<file path="config.mk">
export PLATFORM = sky130hd
export DESIGN_NAME = engine_torque_request_shaper_top
export DESIGN_NICKNAME = d
export VERILOG_FILES = /design/src/rtl/ets_pkg.sv /design/src/rtl/ets_div.sv /design/src/rtl/ets_datapath.sv /design/src/rtl/ets_ctrl.sv /design/src/rtl/engine_torque_request_shaper_top.sv
export SDC_FILE = /design/constraint.sdc
export NUM_CORES = 2
export LEC_CHECK = 0
export BUFFER_PORTS_ARGS = -buffer_cell sky130_fd_sc_hd__buf_4
export CORE_MARGIN = 1.5
export CORE_UTILIZATION = 55
export DETAILED_ROUTE_END_ITERATION = 6
export PLACE_DENSITY = 0.7
export SYNTH_ARGS = -nofsm -noshare
export SYNTH_HDL_FRONTEND = slang
export SYNTH_SLANG_ARGS = --single-unit
</file>
<file path="constraint.sdc">
create_clock -name aclk -period 11 [get_ports aclk]
set_input_delay 2.2 -clock aclk [delete_from_list [all_inputs] [get_ports aclk]]
set_output_delay 2.2 -clock aclk [all_outputs]
set_load 0.01 [all_outputs]
</file>
<file path="src/rtl/ets_pkg.sv">
`timescale 1ns / 1ps

package ets_pkg;

    localparam int CURVE_POINTS = 17;
    localparam int TABLE_SLOTS  = 32;
    localparam int TBL_IDX_W    = $clog2(TABLE_SLOTS);

    localparam int TORQUE_W = 16;
    localparam int SPEED_W  = 16;
    localparam int FACTOR_W = 9;
    localparam int PEDAL_W  = 15;
    localparam int DRATE_W  = 11;
    localparam int GAIN_W   = 19;

    localparam logic [TORQUE_W-1:0]  TORQUE_MAX = 16'd56800;
    localparam logic signed [15:0]   ACCEL_LO   = 16'sd4506;
    localparam logic signed [15:0]   ACCEL_HI   = 16'sd5530;
    localparam logic [PEDAL_W-1:0]   PEDAL_FULL = 15'd25600;
    localparam logic [DRATE_W-1:0]   DRATE_SPAN = 11'd1024;
    localparam logic [FACTOR_W-1:0]  FACTOR_ONE = 9'd256;
    localparam logic [GAIN_W-1:0]    GAIN_ONE   = 19'd262144;

    // ceil(2^26 / 25): exact floor division by 25 for operands below 2^21
    localparam logic [21:0]          PED_RECIP  = 22'd2684355;

    localparam logic [15:0] ENGINE_SPEED_RST = 16'd16077;
    localparam logic [8:0]  DERATE_RST       = 9'd128;
    localparam logic [8:0]  FILTER_RST       = 9'd128;

    localparam int DIV_Q_W   = 16;
    localparam int DIV_DEN_W = 16;
    localparam int DIV_NUM_W = DIV_Q_W + DIV_DEN_W;
    localparam int DIV_CNT_W = $clog2(DIV_Q_W + 1);

    typedef logic [15:0] curve_tbl_t [TABLE_SLOTS];

    localparam curve_tbl_t CURVE_X = '{
        0: 16'd0,      1: 16'd16085,  2: 16'd18766,  3: 16'd21446,
        4: 16'd24127,  5: 16'd26808,  6: 16'd29489,  7: 16'd32170,
        8: 16'd34851,  9: 16'd37531, 10: 16'd40212, 11: 16'd42893,
       12: 16'd45574, 13: 16'd48255, 14: 16'd50936, 15: 16'd53616,
       16: 16'd56297, default: 16'd0
    };

    localparam curve_tbl_t CURVE_Y = '{
        0: 16'd0,      1: 16'd26560,  2: 16'd30080,  3: 16'd35840,
        4: 16'd46400,  5: 16'd56800,  6: 16'd56800,  7: 16'd56800,
        8: 16'd56800,  9: 16'd56800, 10: 16'd55520, 11: 16'd52960,
       12: 16'd49920, 13: 16'd46080, 14: 16'd42560, 15: 16'd26880,
       16: 16'd0, default: 16'd0
    };

    typedef enum logic [1:0] {
        REG_ENGINE_SPEED  = 2'd0,
        REG_DERATE_FACTOR = 2'd1,
        REG_FILTER_COEF   = 2'd2
    } reg_idx_t;

    typedef enum logic [3:0] {
        ST_IDLE,
        ST_SEG_MUL,
        ST_DIV_SEG,
        ST_WAIT_SEG,
        ST_MAXT,
        ST_PED_MUL,
        ST_DIV_PED,
        ST_RAW,
        ST_LIM,
        ST_DIFF,
        ST_DT_MUL,
        ST_FILT,
        ST_DONE
    } state_t;

    typedef enum logic [3:0] {
        OP_NONE,
        OP_LOAD,
        OP_SEG_MUL,
        OP_DIV_SEG,
        OP_MAXT,
        OP_PED_MUL,
        OP_DIV_PED,
        OP_RAW,
        OP_LIM,
        OP_DIFF,
        OP_DT_MUL,
        OP_FILT
    } op_t;

    typedef struct packed {
        op_t  op;
        logic out_load;
    } dp_cmd_t;

    typedef struct packed {
        logic div_done;
    } dp_status_t;

    typedef struct packed {
        logic [SPEED_W-1:0]  engine_speed;
        logic [FACTOR_W-1:0] derate_factor;
        logic [FACTOR_W-1:0] filter_coefficient;
    } cfg_t;

endpackage

</file>
<file path="src/rtl/ets_div.sv">
`timescale 1ns / 1ps

module ets_div (
    input  logic                          aclk,
    input  logic                          aresetn,
    input  logic                          start,
    input  logic [ets_pkg::DIV_NUM_W-1:0] dividend,
    input  logic [ets_pkg::DIV_DEN_W-1:0] divisor,
    output logic                          done,
    output logic [ets_pkg::DIV_Q_W-1:0]   quotient
);

    logic [ets_pkg::DIV_DEN_W-1:0] rem_reg;
    logic [ets_pkg::DIV_Q_W-1:0]   quo_reg;
    logic [ets_pkg::DIV_CNT_W-1:0] cnt_reg;
    logic                          done_reg;

    logic [ets_pkg::DIV_DEN_W:0]   trial;
    logic [ets_pkg::DIV_DEN_W:0]   trial_sub;
    logic                          fits;

    assign trial     = {rem_reg, quo_reg[ets_pkg::DIV_Q_W-1]};
    assign trial_sub = trial - {1'b0, divisor};
    assign fits      = (trial >= {1'b0, divisor});

    always_ff @(posedge aclk) begin
        if (!aresetn) begin
            cnt_reg  <= '0;
            done_reg <= 1'b0;
        end else if (start) begin
            cnt_reg  <= ets_pkg::DIV_CNT_W'(ets_pkg::DIV_Q_W);
            done_reg <= 1'b0;
        end else if (cnt_reg != '0) begin
            cnt_reg  <= cnt_reg - 1'b1;
            done_reg <= (cnt_reg == ets_pkg::DIV_CNT_W'(1));
        end else begin
            done_reg <= 1'b0;
        end
    end

    always_ff @(posedge aclk) begin
        if (start) begin
            rem_reg <= dividend[ets_pkg::DIV_NUM_W-1:ets_pkg::DIV_Q_W];
            quo_reg <= dividend[ets_pkg::DIV_Q_W-1:0];
        end else if (cnt_reg != '0) begin
            rem_reg <= fits ? trial_sub[ets_pkg::DIV_DEN_W-1:0]
                            : trial[ets_pkg::DIV_DEN_W-1:0];
            quo_reg <= {quo_reg[ets_pkg::DIV_Q_W-2:0], fits};
        end
    end

    assign done     = done_reg;
    assign quotient = quo_reg;

endmodule

</file>
<file path="src/rtl/ets_datapath.sv">
`timescale 1ns / 1ps

module ets_datapath (
    input  logic                          aclk,
    input  logic                          aresetn,
    input  ets_pkg::dp_cmd_t              cmd,
    input  ets_pkg::cfg_t                 cfg,
    input  logic signed [15:0]            in_pedal_position,
    input  logic signed [15:0]            in_longitudinal_accel,
    input  logic [15:0]                   in_delta_time,
    output ets_pkg::dp_status_t           status,
    output logic [ets_pkg::TORQUE_W-1:0]  engine_torque,
    output logic [ets_pkg::TORQUE_W-1:0]  max_torque,
    output logic [ets_pkg::TORQUE_W-1:0]  limited_torque
);

    logic [ets_pkg::TBL_IDX_W-1:0] seg_idx;
    logic                          seg_hit;
    logic [ets_pkg::TBL_IDX_W-1:0] seg_reg;
    logic [ets_pkg::TBL_IDX_W-1:0] seg_nxt;
    logic                          hit_reg;

    logic [ets_pkg::PEDAL_W-1:0]   pedal_reg;
    logic [ets_pkg::DRATE_W-1:0]   drate_reg;
    logic [15:0]                   dt_reg;
    logic [ets_pkg::PEDAL_W-1:0]   pedal_clamp;
    logic [ets_pkg::DRATE_W-1:0]   drate_clamp;
    logic signed [16:0]            accel_off;

    logic [ets_pkg::FACTOR_W-1:0]  f_sat;
    logic [ets_pkg::FACTOR_W-1:0]  c_sat;

    logic [15:0]                   x1, x2, y1, y2;
    logic [15:0]                   dx_off;
    logic [15:0]                   dy_mag;
    logic [31:0]                   mag_reg;
    logic [15:0]                   den_reg;
    logic                          neg_reg;
    logic [19:0]                   derate_drop;
    logic [ets_pkg::GAIN_W-1:0]    gain_reg;

    logic [31:0]                   ped_num;
    logic [20:0]                   ped_scaled;
    logic [41:0]                   recip_reg;

    logic                          div_start;
    logic [ets_pkg::DIV_NUM_W-1:0] div_dividend;
    logic [ets_pkg::DIV_DEN_W-1:0] div_divisor;
    logic                          div_done;
    logic [ets_pkg::DIV_Q_W-1:0]   div_q;

    logic signed [17:0]            maxt_s;
    logic [ets_pkg::TORQUE_W-1:0]  maxt_v;
    logic [ets_pkg::TORQUE_W-1:0]  maxt_reg;
    logic [ets_pkg::TORQUE_W-1:0]  raw_reg;

    logic [34:0]                   lim_prod;
    logic [34:0]                   lim_sum;
    logic [16:0]                   lim_v;
    logic [ets_pkg::TORQUE_W-1:0]  lim_reg;

    logic [15:0]                   diff_mag;
    logic [24:0]                   dc_reg;
    logic                          dneg_reg;
    logic [40:0]                   m_reg;
    logic [40:0]                   m_sum;
    logic [16:0]                   step_q;
    logic signed [18:0]            filt_s;
    logic [ets_pkg::TORQUE_W-1:0]  filt_v;
    logic [ets_pkg::TORQUE_W-1:0]  filt_reg;

    logic [ets_pkg::TORQUE_W-1:0]  eng_out_reg;
    logic [ets_pkg::TORQUE_W-1:0]  max_out_reg;
    logic [ets_pkg::TORQUE_W-1:0]  lim_out_reg;

    always_comb begin
        seg_hit = 1'b0;
        seg_idx = '0;
        for (int i = 0; i < ets_pkg::CURVE_POINTS - 1; i++) begin
            if (!seg_hit && (ets_pkg::CURVE_X[i+1] > ets_pkg::CURVE_X[i])
                    && (cfg.engine_speed >= ets_pkg::CURVE_X[i])
                    && (cfg.engine_speed <= ets_pkg::CURVE_X[i+1])
                    && (cfg.engine_speed <=
                        ets_pkg::CURVE_X[ets_pkg::CURVE_POINTS-1])) begin
                seg_hit = 1'b1;
                seg_idx = ets_pkg::TBL_IDX_W'(i);
            end
        end
    end

    assign f_sat = (cfg.derate_factor > ets_pkg::FACTOR_ONE) ? ets_pkg::FACTOR_ONE
                                                             : cfg.derate_factor;
    assign c_sat = (cfg.filter_coefficient > ets_pkg::FACTOR_ONE) ? ets_pkg::FACTOR_ONE
                                                                  : cfg.filter_coefficient;

    always_comb begin
        if (in_pedal_position < 16'sd0) begin
            pedal_clamp = '0;
        end else if (in_pedal_position > $signed({1'b0, ets_pkg::PEDAL_FULL})) begin
            pedal_clamp = ets_pkg::PEDAL_FULL;
        end else begin
            pedal_clamp = in_pedal_position[ets_pkg::PEDAL_W-1:0];
        end
    end

    assign accel_off = 17'(in_longitudinal_accel) - 17'(ets_pkg::ACCEL_LO);

    always_comb begin
        if (in_longitudinal_accel < ets_pkg::ACCEL_LO) begin
            drate_clamp = '0;
        end else if (in_longitudinal_accel > ets_pkg::ACCEL_HI) begin
            drate_clamp = ets_pkg::DRATE_SPAN;
        end else begin
            drate_clamp = accel_off[ets_pkg::DRATE_W-1:0];
        end
    end

    assign seg_nxt = seg_reg + 1'b1;
    assign x1      = ets_pkg::CURVE_X[seg_reg];
    assign x2      = ets_pkg::CURVE_X[seg_nxt];
    assign y1      = ets_pkg::CURVE_Y[seg_reg];
    assign y2      = ets_pkg::CURVE_Y[seg_nxt];
    assign dx_off  = cfg.engine_speed - x1;
    assign dy_mag  = (y2 >= y1) ? (y2 - y1) : (y1 - y2);

    assign derate_drop = drate_reg * (ets_pkg::FACTOR_ONE - f_sat);

    // divide by 25600 as a shift by 10 and a reciprocal multiply for 25
    assign ped_num    = mag_reg + 32'd12800;
    assign ped_scaled = ped_num[30:10];

    assign div_start    = (cmd.op == ets_pkg::OP_DIV_SEG);
    assign div_dividend = mag_reg + {17'd0, den_reg[15:1]};
    assign div_divisor  = den_reg;

    ets_div u_div (
        .aclk     (aclk),
        .aresetn  (aresetn),
        .start    (div_start),
        .dividend (div_dividend),
        .divisor  (div_divisor),
        .done     (div_done),
        .quotient (div_q)
    );

    assign status.div_done = div_done;

    always_comb begin
        if (neg_reg) begin
            maxt_s = $signed({2'b00, y1}) - $signed({2'b00, div_q});
        end else begin
            maxt_s = $signed({2'b00, y1}) + $signed({2'b00, div_q});
        end
        if (!hit_reg || maxt_s < 18'sd0) begin
            maxt_v = '0;
        end else if (maxt_s > $signed({2'b00, ets_pkg::TORQUE_MAX})) begin
            maxt_v = ets_pkg::TORQUE_MAX;
        end else begin
            maxt_v = maxt_s[15:0];
        end
    end

    assign lim_prod = 35'(raw_reg) * 35'(gain_reg);
    assign lim_sum  = lim_prod + 35'd131072;
    assign lim_v    = lim_sum[34:18];

    assign diff_mag = (lim_reg >= filt_reg) ? (lim_reg - filt_reg) : (filt_reg - lim_reg);

    assign m_sum  = m_reg + 41'd8388608;
    assign step_q = m_sum[40:24];

    always_comb begin
        if (dneg_reg) begin
            filt_s = $signed({3'b000, filt_reg}) - $signed({2'b00, step_q});
        end else begin
            filt_s = $signed({3'b000, filt_reg}) + $signed({2'b00, step_q});
        end
        if (filt_s < 19'sd0) begin
            filt_v = '0;
        end else if (filt_s > $signed({3'b000, ets_pkg::TORQUE_MAX})) begin
            filt_v = ets_pkg::TORQUE_MAX;
        end else begin
            filt_v = filt_s[15:0];
        end
    end

    always_ff @(posedge aclk) begin
        if (!aresetn) begin
            filt_reg <= '0;
        end else if (cmd.op == ets_pkg::OP_FILT) begin
            filt_reg <= filt_v;
        end
    end

    always_ff @(posedge aclk) begin
        case (cmd.op)
            ets_pkg::OP_LOAD: begin
                seg_reg   <= seg_idx;
                hit_reg   <= seg_hit;
                pedal_reg <= pedal_clamp;
                drate_reg <= drate_clamp;
                dt_reg    <= in_delta_time;
            end
            ets_pkg::OP_SEG_MUL: begin
                mag_reg  <= 32'(dx_off) * 32'(dy_mag);
                den_reg  <= x2 - x1;
                neg_reg  <= (y2 < y1);
                gain_reg <= ets_pkg::GAIN_ONE - derate_drop[ets_pkg::GAIN_W-1:0];
            end
            ets_pkg::OP_MAXT: begin
                maxt_reg <= maxt_v;
            end
            ets_pkg::OP_PED_MUL: begin
                mag_reg <= 32'(maxt_reg) * 32'(pedal_reg);
            end
            ets_pkg::OP_DIV_PED: begin
                recip_reg <= 42'(ped_scaled) * 42'(ets_pkg::PED_RECIP);
            end
            ets_pkg::OP_RAW: begin
                raw_reg <= recip_reg[41:26];
            end
            ets_pkg::OP_LIM: begin
                lim_reg <= (lim_v > {1'b0, ets_pkg::TORQUE_MAX}) ? ets_pkg::TORQUE_MAX
                                                                 : lim_v[15:0];
            end
            ets_pkg::OP_DIFF: begin
                dc_reg   <= 25'(diff_mag) * 25'(c_sat);
                dneg_reg <= (lim_reg < filt_reg);
            end
            ets_pkg::OP_DT_MUL: begin
                m_reg <= 41'(dc_reg) * 41'(dt_reg);
            end
            default: begin
            end
        endcase
    end

    always_ff @(posedge aclk) begin
        if (cmd.out_load) begin
            eng_out_reg <= filt_reg;
            max_out_reg <= maxt_reg;
            lim_out_reg <= lim_reg;
        end
    end

    assign engine_torque  = eng_out_reg;
    assign max_torque     = max_out_reg;
    assign limited_torque = lim_out_reg;

    a_filt_range: assert property (@(posedge aclk) disable iff (!aresetn)
        filt_reg <= ets_pkg::TORQUE_MAX)
        else $error("filtered torque above range");

    a_lim_below_raw: assert property (@(posedge aclk) disable iff (!aresetn)
        (cmd.op == ets_pkg::OP_LIM) |=> (lim_reg <= raw_reg))
        else $error("derated torque exceeds scaled torque");

    a_maxt_range: assert property (@(posedge aclk) disable iff (!aresetn)
        (cmd.op == ets_pkg::OP_MAXT) |=> (maxt_reg <= ets_pkg::TORQUE_MAX))
        else $error("curve torque above range");

endmodule

</file>
<file path="src/rtl/ets_ctrl.sv">
`timescale 1ns / 1ps

module ets_ctrl (
    input  logic                aclk,
    input  logic                aresetn,
    input  logic                s_tvalid,
    output logic                s_tready,
    output logic                m_tvalid,
    input  logic                m_tready,
    input  ets_pkg::dp_status_t status,
    output ets_pkg::dp_cmd_t    cmd
);

    ets_pkg::state_t state_reg;
    ets_pkg::state_t state_next;
    logic            out_valid_reg;
    logic            out_valid_next;
    logic            out_free;

    assign out_free = !out_valid_reg || m_tready;

    always_comb begin
        state_next = state_reg;
        case (state_reg)
            ets_pkg::ST_IDLE:     if (s_tvalid) state_next = ets_pkg::ST_SEG_MUL;
            ets_pkg::ST_SEG_MUL:  state_next = ets_pkg::ST_DIV_SEG;
            ets_pkg::ST_DIV_SEG:  state_next = ets_pkg::ST_WAIT_SEG;
            ets_pkg::ST_WAIT_SEG: if (status.div_done) state_next = ets_pkg::ST_MAXT;
            ets_pkg::ST_MAXT:     state_next = ets_pkg::ST_PED_MUL;
            ets_pkg::ST_PED_MUL:  state_next = ets_pkg::ST_DIV_PED;
            ets_pkg::ST_DIV_PED:  state_next = ets_pkg::ST_RAW;
            ets_pkg::ST_RAW:      state_next = ets_pkg::ST_LIM;
            ets_pkg::ST_LIM:      state_next = ets_pkg::ST_DIFF;
            ets_pkg::ST_DIFF:     state_next = ets_pkg::ST_DT_MUL;
            ets_pkg::ST_DT_MUL:   state_next = ets_pkg::ST_FILT;
            ets_pkg::ST_FILT:     state_next = ets_pkg::ST_DONE;
            ets_pkg::ST_DONE:     if (out_free) state_next = ets_pkg::ST_IDLE;
            default:              state_next = ets_pkg::ST_IDLE;
        endcase
    end

    always_comb begin
        cmd.op       = ets_pkg::OP_NONE;
        cmd.out_load = 1'b0;
        s_tready     = 1'b0;
        case (state_reg)
            ets_pkg::ST_IDLE: begin
                s_tready = 1'b1;
                if (s_tvalid) cmd.op = ets_pkg::OP_LOAD;
            end
            ets_pkg::ST_SEG_MUL: cmd.op = ets_pkg::OP_SEG_MUL;
            ets_pkg::ST_DIV_SEG: cmd.op = ets_pkg::OP_DIV_SEG;
            ets_pkg::ST_MAXT:    cmd.op = ets_pkg::OP_MAXT;
            ets_pkg::ST_PED_MUL: cmd.op = ets_pkg::OP_PED_MUL;
            ets_pkg::ST_DIV_PED: cmd.op = ets_pkg::OP_DIV_PED;
            ets_pkg::ST_RAW:     cmd.op = ets_pkg::OP_RAW;
            ets_pkg::ST_LIM:     cmd.op = ets_pkg::OP_LIM;
            ets_pkg::ST_DIFF:    cmd.op = ets_pkg::OP_DIFF;
            ets_pkg::ST_DT_MUL:  cmd.op = ets_pkg::OP_DT_MUL;
            ets_pkg::ST_FILT:    cmd.op = ets_pkg::OP_FILT;
            ets_pkg::ST_DONE:    cmd.out_load = out_free;
            default: begin
            end
        endcase
    end

    always_comb begin
        out_valid_next = out_valid_reg;
        if (cmd.out_load) begin
            out_valid_next = 1'b1;
        end else if (m_tready) begin
            out_valid_next = 1'b0;
        end
    end

    always_ff @(posedge aclk) begin
        if (!aresetn) begin
            state_reg     <= ets_pkg::ST_IDLE;
            out_valid_reg <= 1'b0;
        end else begin
            state_reg     <= state_next;
            out_valid_reg <= out_valid_next;
        end
    end

    assign m_tvalid = out_valid_reg;

    a_accept_starts: assert property (@(posedge aclk) disable iff (!aresetn)
        (s_tvalid && s_tready) |=> (state_reg == ets_pkg::ST_SEG_MUL))
        else $error("accepted request did not start");

    a_done_in_wait: assert property (@(posedge aclk) disable iff (!aresetn)
        status.div_done |-> (state_reg == ets_pkg::ST_WAIT_SEG))
        else $error("divider finished outside a wait state");

    a_load_shows: assert property (@(posedge aclk) disable iff (!aresetn)
        cmd.out_load |=> (m_tvalid && state_reg == ets_pkg::ST_IDLE))
        else $error("loaded result not presented");

endmodule

</file>
<file path="src/rtl/engine_torque_request_shaper_top.sv">
`timescale 1ns / 1ps

// Channel   Dir  Width  Contents
// s_axis    in   48     tdata: pedal_position, longitudinal_accel, delta_time
// m_axis    out  48     tdata: engine_torque, max_torque, limited_torque
// apb       in   32     engine_speed @0x0, derate_factor @0x4, filter_coefficient @0x8
//
// Per request: a 16-step serial division for curve interpolation, a reciprocal multiply
// for pedal scaling, plus the sequencer steps; requests are accepted only in idle.
// Synchronous active-low reset clears the sequencer, output valid, filter state
// and loads the register defaults.
// A result held on m_axis does not block the next request; only the finish of
// that next request waits for the output register to drain.

module engine_torque_request_shaper_top (
    input  logic        aclk,
    input  logic        aresetn,
    input  logic        s_tvalid,
    output logic        s_tready,
    input  logic [47:0] s_tdata,   // pedal_position, longitudinal_accel, delta_time
    output logic        m_tvalid,
    input  logic        m_tready,
    output logic [47:0] m_tdata,   // engine_torque, max_torque, limited_torque
    input  logic        psel,
    input  logic        penable,
    input  logic        pwrite,
    input  logic [3:0]  paddr,
    input  logic [31:0] pwdata,
    output logic [31:0] prdata,
    output logic        pready
);

    logic [15:0] engine_speed_reg;
    logic [8:0]  derate_factor_reg;
    logic [8:0]  filter_coef_reg;
    logic        cfg_write;

    ets_pkg::cfg_t       cfg;
    ets_pkg::dp_cmd_t    cmd;
    ets_pkg::dp_status_t status;

    logic [15:0] engine_torque;
    logic [15:0] max_torque;
    logic [15:0] limited_torque;

    assign pready    = 1'b1;
    assign cfg_write = psel && penable && pwrite && pready;

    always_ff @(posedge aclk) begin
        if (!aresetn) begin
            engine_speed_reg  <= ets_pkg::ENGINE_SPEED_RST;
            derate_factor_reg <= ets_pkg::DERATE_RST;
            filter_coef_reg   <= ets_pkg::FILTER_RST;
        end else if (cfg_write) begin
            case (paddr[3:2])
                ets_pkg::REG_ENGINE_SPEED:  engine_speed_reg  <= pwdata[15:0];
                ets_pkg::REG_DERATE_FACTOR: derate_factor_reg <= pwdata[8:0];
                ets_pkg::REG_FILTER_COEF:   filter_coef_reg   <= pwdata[8:0];
                default: begin
                end
            endcase
        end
    end

    always_comb begin
        case (paddr[3:2])
            ets_pkg::REG_ENGINE_SPEED:  prdata = {16'd0, engine_speed_reg};
            ets_pkg::REG_DERATE_FACTOR: prdata = {23'd0, derate_factor_reg};
            ets_pkg::REG_FILTER_COEF:   prdata = {23'd0, filter_coef_reg};
            default:                    prdata = 32'd0;
        endcase
    end

    assign cfg.engine_speed       = engine_speed_reg;
    assign cfg.derate_factor      = derate_factor_reg;
    assign cfg.filter_coefficient = filter_coef_reg;

    ets_ctrl u_ctrl (
        .aclk     (aclk),
        .aresetn  (aresetn),
        .s_tvalid (s_tvalid),
        .s_tready (s_tready),
        .m_tvalid (m_tvalid),
        .m_tready (m_tready),
        .status   (status),
        .cmd      (cmd)
    );

    ets_datapath u_datapath (
        .aclk                  (aclk),
        .aresetn               (aresetn),
        .cmd                   (cmd),
        .cfg                   (cfg),
        .in_pedal_position     ($signed(s_tdata[15:0])),
        .in_longitudinal_accel ($signed(s_tdata[31:16])),
        .in_delta_time         (s_tdata[47:32]),
        .status                (status),
        .engine_torque         (engine_torque),
        .max_torque            (max_torque),
        .limited_torque        (limited_torque)
    );

    assign m_tdata = {limited_torque, max_torque, engine_torque};

endmodule

</file>
# Word level (Yosys, flattened, before mapping)
# Memory sizes are Yosys's and may differ from the RTL's.
# Index checks and enable logic that the tools add are counted.
# word_totals
reg_bits	414
rom_bits	2048
mem_count	4
# classes
n_bitwise	4
n_reduce_logical	87
muxes	67
mul	7
magnitude_cmp	50
n_eq_ne	29
n_addsub	20
# mem_list
name	words	word_bits	rd	rd_clocked_by_memory_dff	write_ports	line	text
(no name shown)	32	16	1	0	0	ets_datapath.sv:119	assign x1 = ets_pkg::CURVE_X[seg_reg];
(no name shown)	32	16	1	0	0	ets_datapath.sv:120	assign x2 = ets_pkg::CURVE_X[seg_nxt];
(no name shown)	32	16	1	0	0	ets_datapath.sv:121	assign y1 = ets_pkg::CURVE_Y[seg_reg];
(no name shown)	32	16	1	0	0	ets_datapath.sv:122	assign y2 = ets_pkg::CURVE_Y[seg_nxt];
# ops
operator	count
16-bit two-way mux	18
16-bit less-or-equal comparator (second input constant)	9
16-bit >= comparator (second input constant)	8
16-bit subtractor	7
16-bit by 15-bit >= comparator with 1-bit output (second input constant)	6
16-bit by 15-bit less-or-equal comparator with 1-bit output (second input constant)	6
32-bit one-hot mux with 2 select lines	1
4-bit one-hot mux with 13 select lines	1
1-bit logical AND	49
16-bit one-hot mux with 3 select lines	1
4-bit one-hot mux with 11 select lines	1
21-bit by 22-bit multiplier with 42-bit output (second input constant)	1
41-bit by 24-bit adder with 41-bit output (second input constant)	1
25-bit by 16-bit multiplier with 41-bit output	1
4-bit equality test (second input constant)	9
35-bit by 18-bit adder with 35-bit output (second input constant)	1
16-bit by 19-bit multiplier with 35-bit output	1
32-bit by 15-bit adder with 32-bit output	1
4-bit by 3-bit equality test with 1-bit output (second input constant)	8
16-bit >= comparator	2
16-bit less-than comparator	2
16-bit by 16-bit multiplier with 32-bit output	1
4-bit two-way mux	8
31-bit by 14-bit adder with 31-bit output (second input constant)	1
other kinds (58)	120

# Longest topological paths before layout
# depth
word_depth	79
depth_mapped	46

# Hierarchy
# A second synthesis with hierarchy kept.
# unflattened
hier_cells	8158
area_unflattened_um2	74569.0
# by_module_without_submodules
module	instances	cells_per_inst	area_per_inst_um2
ets_datapath	1	7660	69778.2
ets_div	1	255	2688.8
engine_torque_request_shaper_top	1	197	1732.9
ets_ctrl	1	46	369.1

# Worst setup path before layout
# Ideal clock, no wire load.
# synth_path
path_type	reg-to-reg
from	register u_datapath.seg_reg[2] (netlist bit)
to	register u_datapath.mag_reg[30], data pin
setup_slack_ps	1039
arrival_time_ps	9693
stages_incl_launch_ff	42
path_buffers	4
synth_period_minus_slack_ps	9961
cell_sequence	edfxtp_1 clkbuf_1 inv_1 buf_1 ha_1 clkinv_1 nand2_1 o21ai_0 or2_2 ha_1 nor2b_1 o21ai_1 a21boi_1 o21ai_1 a31oi_1 o41ai_4 buf_4 mux2i_1 [... 6 more ...] inv_1 fa_1 fa_1 fa_1 inv_1 fa_1 ha_1 ha_1 or3_1 o211ai_1 nand4_1 a31oi_1 nor2b_1 o21a_1 o41a_1 a31oi_1 xor2_1 mux2i_1
# synth_via
elab_chain_cells	9
# synth_rtl
element	line	text
from (decl)	ets_datapath.sv:19	logic [ets_pkg::TBL_IDX_W-1:0] seg_reg;
from (signal assigned)	ets_datapath.sv:198	seg_reg <= seg_idx;
5-bit by 1-bit adder with 5-bit output	ets_datapath.sv:118	assign seg_nxt = seg_reg + 1'b1;
5-bit inverter with 6-bit output (not written as such)	ets_datapath.sv:122	
memory 32 x 16 bit	-	
16-bit two-way mux (not written as such) (2 in a row)	ets_datapath.sv:122	
16-bit subtractor / 16-bit >= comparator (equally long branches)	ets_datapath.sv:124	assign dy_mag = (y2 >= y1) ? (y2 - y1) : (y1 - y2);
16-bit two-way mux	ets_datapath.sv:124	
16-bit by 16-bit multiplier with 32-bit output (*)	ets_datapath.sv:205	mag_reg <= 32'(dx_off) * 32'(dy_mag);
32-bit one-hot mux with 2 select lines (*)	ets_datapath.sv:196	case (cmd.op)
to (signal assigned)	ets_datapath.sv:205	
to (signal assigned)	ets_datapath.sv:214	mag_reg <= 32'(maxt_reg) * 32'(pedal_reg);
to (decl)	ets_datapath.sv:36	logic [31:0] mag_reg;
# Every way passes the cells marked *; elsewhere a longest branch is shown, timed or not. The select of a mux whose other input is x is not followed.
# A chain may end at the register's enable or synchronous reset.

# Worst setup path after layout
# layout_path
from	register u_datapath.seg_reg[0] (netlist bit)
to	register u_datapath.mag_reg[30], data pin
# Same word-level chain as after synthesis.

==> impl_metrics.env <==
export IMPL_status="finished, final reports clean"
export IMPL_yosysTopAreaCell="fa_1"
export IMPL_gp_congestion=0.934
export IMPL_drt_wl_total_mm=189
export IMPL_cts_path_max_buffers=3
export IMPL_clk_latency_ps=650
export IMPL_postPlaceCellArea_um2=77500
export IMPL_antenna_left=0
export IMPL_wire_per_inst_um=18.9
export IMPL_clock_sinks=364
export IMPL_numCtsBuffers=48
export IMPL_fin_skew_ps=22.4
export IMPL_start_util=0.556
export IMPL_hp_class="flop to flop"
export IMPL_die_x_um=371
export IMPL_dp_hpwl_mm=153
export IMPL_synth_edf_count=303
export IMPL_finalHoldViolations=0
export IMPL_yosysUniqueCellTypes=103
export IMPL_ys_seq_area_frac=0.138
export IMPL_critPathMaxStageDelay_ps=530
export IMPL_grt_pass1_wl_mm=310
export IMPL_core_area_um2=134000
export IMPL_largest_reg_flops=32
export IMPL_setup_worst_path_start_class="flop"
export IMPL_track_usage=0.283
export IMPL_grt_pass1_vias=58700
export IMPL_worstSetupEndpointType="flop"
export IMPL_rows=134
export IMPL_cp_data_arrival_time_ps=10900
export IMPL_fin_crit_ps=10540
export IMPL_mostFrequentLayoutCells="inv_1, fa_1, nand2_1, ha_1, and2_1"
export IMPL_port_buffers=138
export IMPL_syn_avg_cell_area_um2=9.15
export IMPL_grt_max_degree=61
export IMPL_finalCritPeriodShare=0.958
export IMPL_layout_commonest_cell="inv_1"
export IMPL_route_detailed_drc=0
export IMPL_num_vias=56000
export IMPL_path_clk_slew_ps=70
export IMPL_antenna_found_initial=2
export IMPL_htreeDepth=2
export IMPL_tightestPinTransition_ps=1350
export IMPL_drv_slew=0
export IMPL_final_area_um2=79200
export IMPL_yosys_register_bits=364
export IMPL_n_fill_cell=11700
export IMPL_drt_iter0_markers=3822
export IMPL_synthesis_area_um2=74600
export IMPL_synth_async_sr_flop_share=0
export IMPL_overflow=0
export IMPL_antenna_cells=0
export IMPL_cp_max_fo=15
export IMPL_post_synth_top_area_fraction=0.328
export IMPL_cts_hold_buffers_added=0
export IMPL_drive_gt1_frac=0.0527
export IMPL_finalSetupViolCount=0
export IMPL_maxCapViolCount=0
export IMPL_avgViaCountPerCell=5.61
export IMPL_synth_warning_count=0
export IMPL_cp_slowest_cell="fa_1"
export IMPL_final_nets=10400
export IMPL_synth_area_top_cells="fa_1, ha_1, edfxtp_1, inv_1, nand2_1"
export IMPL_die_y_um=371
export IMPL_slew_headroom=0.103
export IMPL_drtPass1Iterations=6
export IMPL_cts_tree="yes"
export IMPL_ios=174
export IMPL_die_area_um2=138000
export IMPL_cpMostUsedCell="fa_1"
export IMPL_crit_required_ps=11360
export IMPL_root_buffer="clkbuf_16"
export IMPL_area_growth_pct=6.14
export IMPL_timing_fmax_mhz=94.9
export IMPL_critical_path_class="flop to flop"
export IMPL_postSynthCellCount=8156
export IMPL_synth_main_ff_cell="edfxtp_1"
[cell type report]
cell class / instances / area [um2] / share of cell area
inverter: 1544 / 5800 / 0.0732
timing repair buffer: 244 / 1830 / 0.0231
tap: 1768 / 2210 / 0.0279
clock inverter: 36 / 333 / 0.00420
sequential: 364 / 10300 / 0.130
clock buffer: 54 / 1300 / 0.0164
multi-input combinational: 5961 / 57400 / 0.725
[metrics by stage]
step / util / setup TNS (ps) / setup WS (ps) / hold slack [ps] / instances
3_5_place_dp: 0.578 / 0 / 476 / 406 / 9881
5_1_grt: 0.591 / -7.61 / -7.61 / 423 / 9971
2_1_floorplan: - / 0 / 1040 / 400 / 8187
4_1_cts: 0.590 / 0 / 414 / 418 / 9971
3_3_place_gp: 0.578 / 0 / 549 / 403 / 9881
6_report: 0.591 / 0 / 460 / 416 / 9971
[worst max-delay path, delay by kind of cell (launching register included)]
kind,cells,cell delay (ps)
adder cells (fa/ha/maj),10,3840
AO/OA/AOI/OAI,12,3000
AND/OR/NAND/NOR,7,1380
buffers and inverters,5,960
flip-flops,1,490
multiplexers,2,400
XOR/XNOR,1,180
[metal layers]
layer / share of wire / global-route usage / up-vias
li1: - / - / 25700
met1: 0.42 / 0.380 / 28200
met2: 0.48 / 0.476 / 1698
met3: 0.065 / 0.0379 / 335
met4: 0.034 / 0.0887 / 2
met5: 0.000079 / 0 / -
[kinds of logic (layout without fill, tap and decap cells)]
group	after synthesis	count (layout)	synth area share
and+or+nand+nor	2489	2489	0.157
adders and majority gates	2149	2149	0.483
muxes	65	65	0.00889
DFF	364	364	0.138
AOI/OAI and AO/OA	916	916	0.0805
xor gates and xnor gates	309	309	0.0365
other	2	33	0.000101
buffers and inverters	1862	1878	0.0950
[path summary, 6_finish.rpt]
check	start	endpoint	slack [ps]	depth (start not counted)
min	u_datapath.recip_reg[40]	u_datapath.raw_reg[14]	420	0
min reg2reg	u_datapath.recip_reg[40]	u_datapath.raw_reg[14]	420	0
max	u_datapath.seg_reg[0]	u_datapath.mag_reg[30]	460	37
max reg2reg	u_datapath.seg_reg[0]	u_datapath.mag_reg[30]	460	37
[repair_timing]
action	CTS	global route
buffers inserted	0	0
gates resized for setup	0	8
endpoints found under the setup margin	0	5
[synth_stat cells (10+ instances only)]
| cell | number |
|---|---|
| nand3_1 | 101 |
| ha_1 | 925 |
| o21bai_1 | 21 |
| dfxtp_1 | 61 |
| o21a_1 | 37 |
| edfxtp_1 | 303 |
| nand2_1 | 1123 |
| nor2_1 | 364 |
| inv_1 | 1542 |
| nor3b_1 | 13 |
| and3_1 | 40 |
| a211oi_1 | 32 |
| xor2_1 | 115 |
| and2_1 | 448 |
| o41ai_1 | 10 |
| o21ai_0 | 239 |
| or2_2 | 31 |
| nand4_1 | 27 |
| o211ai_1 | 30 |
| a31o_2 | 10 |
| nor2b_1 | 87 |
| o22ai_1 | 12 |
| xnor2_1 | 192 |
| nor3_1 | 99 |
| or3_1 | 34 |
| fa_1 | 1224 |
| clkbuf_1 | 268 |
| nor4_1 | 15 |
| o31ai_1 | 27 |
| buf_4 | 20 |
| a21o_1 | 76 |
| nand2b_1 | 63 |
| buf_1 | 19 |
| a21oi_1 | 208 |
| a311oi_1 | 13 |
| mux2i_1 | 58 |
| a21boi_0 | 39 |
| a31oi_1 | 49 |
Power is left out: the tool's default activity adds up to more than one toggle a clock period on the data nets, which glitch-free logic cannot reach.
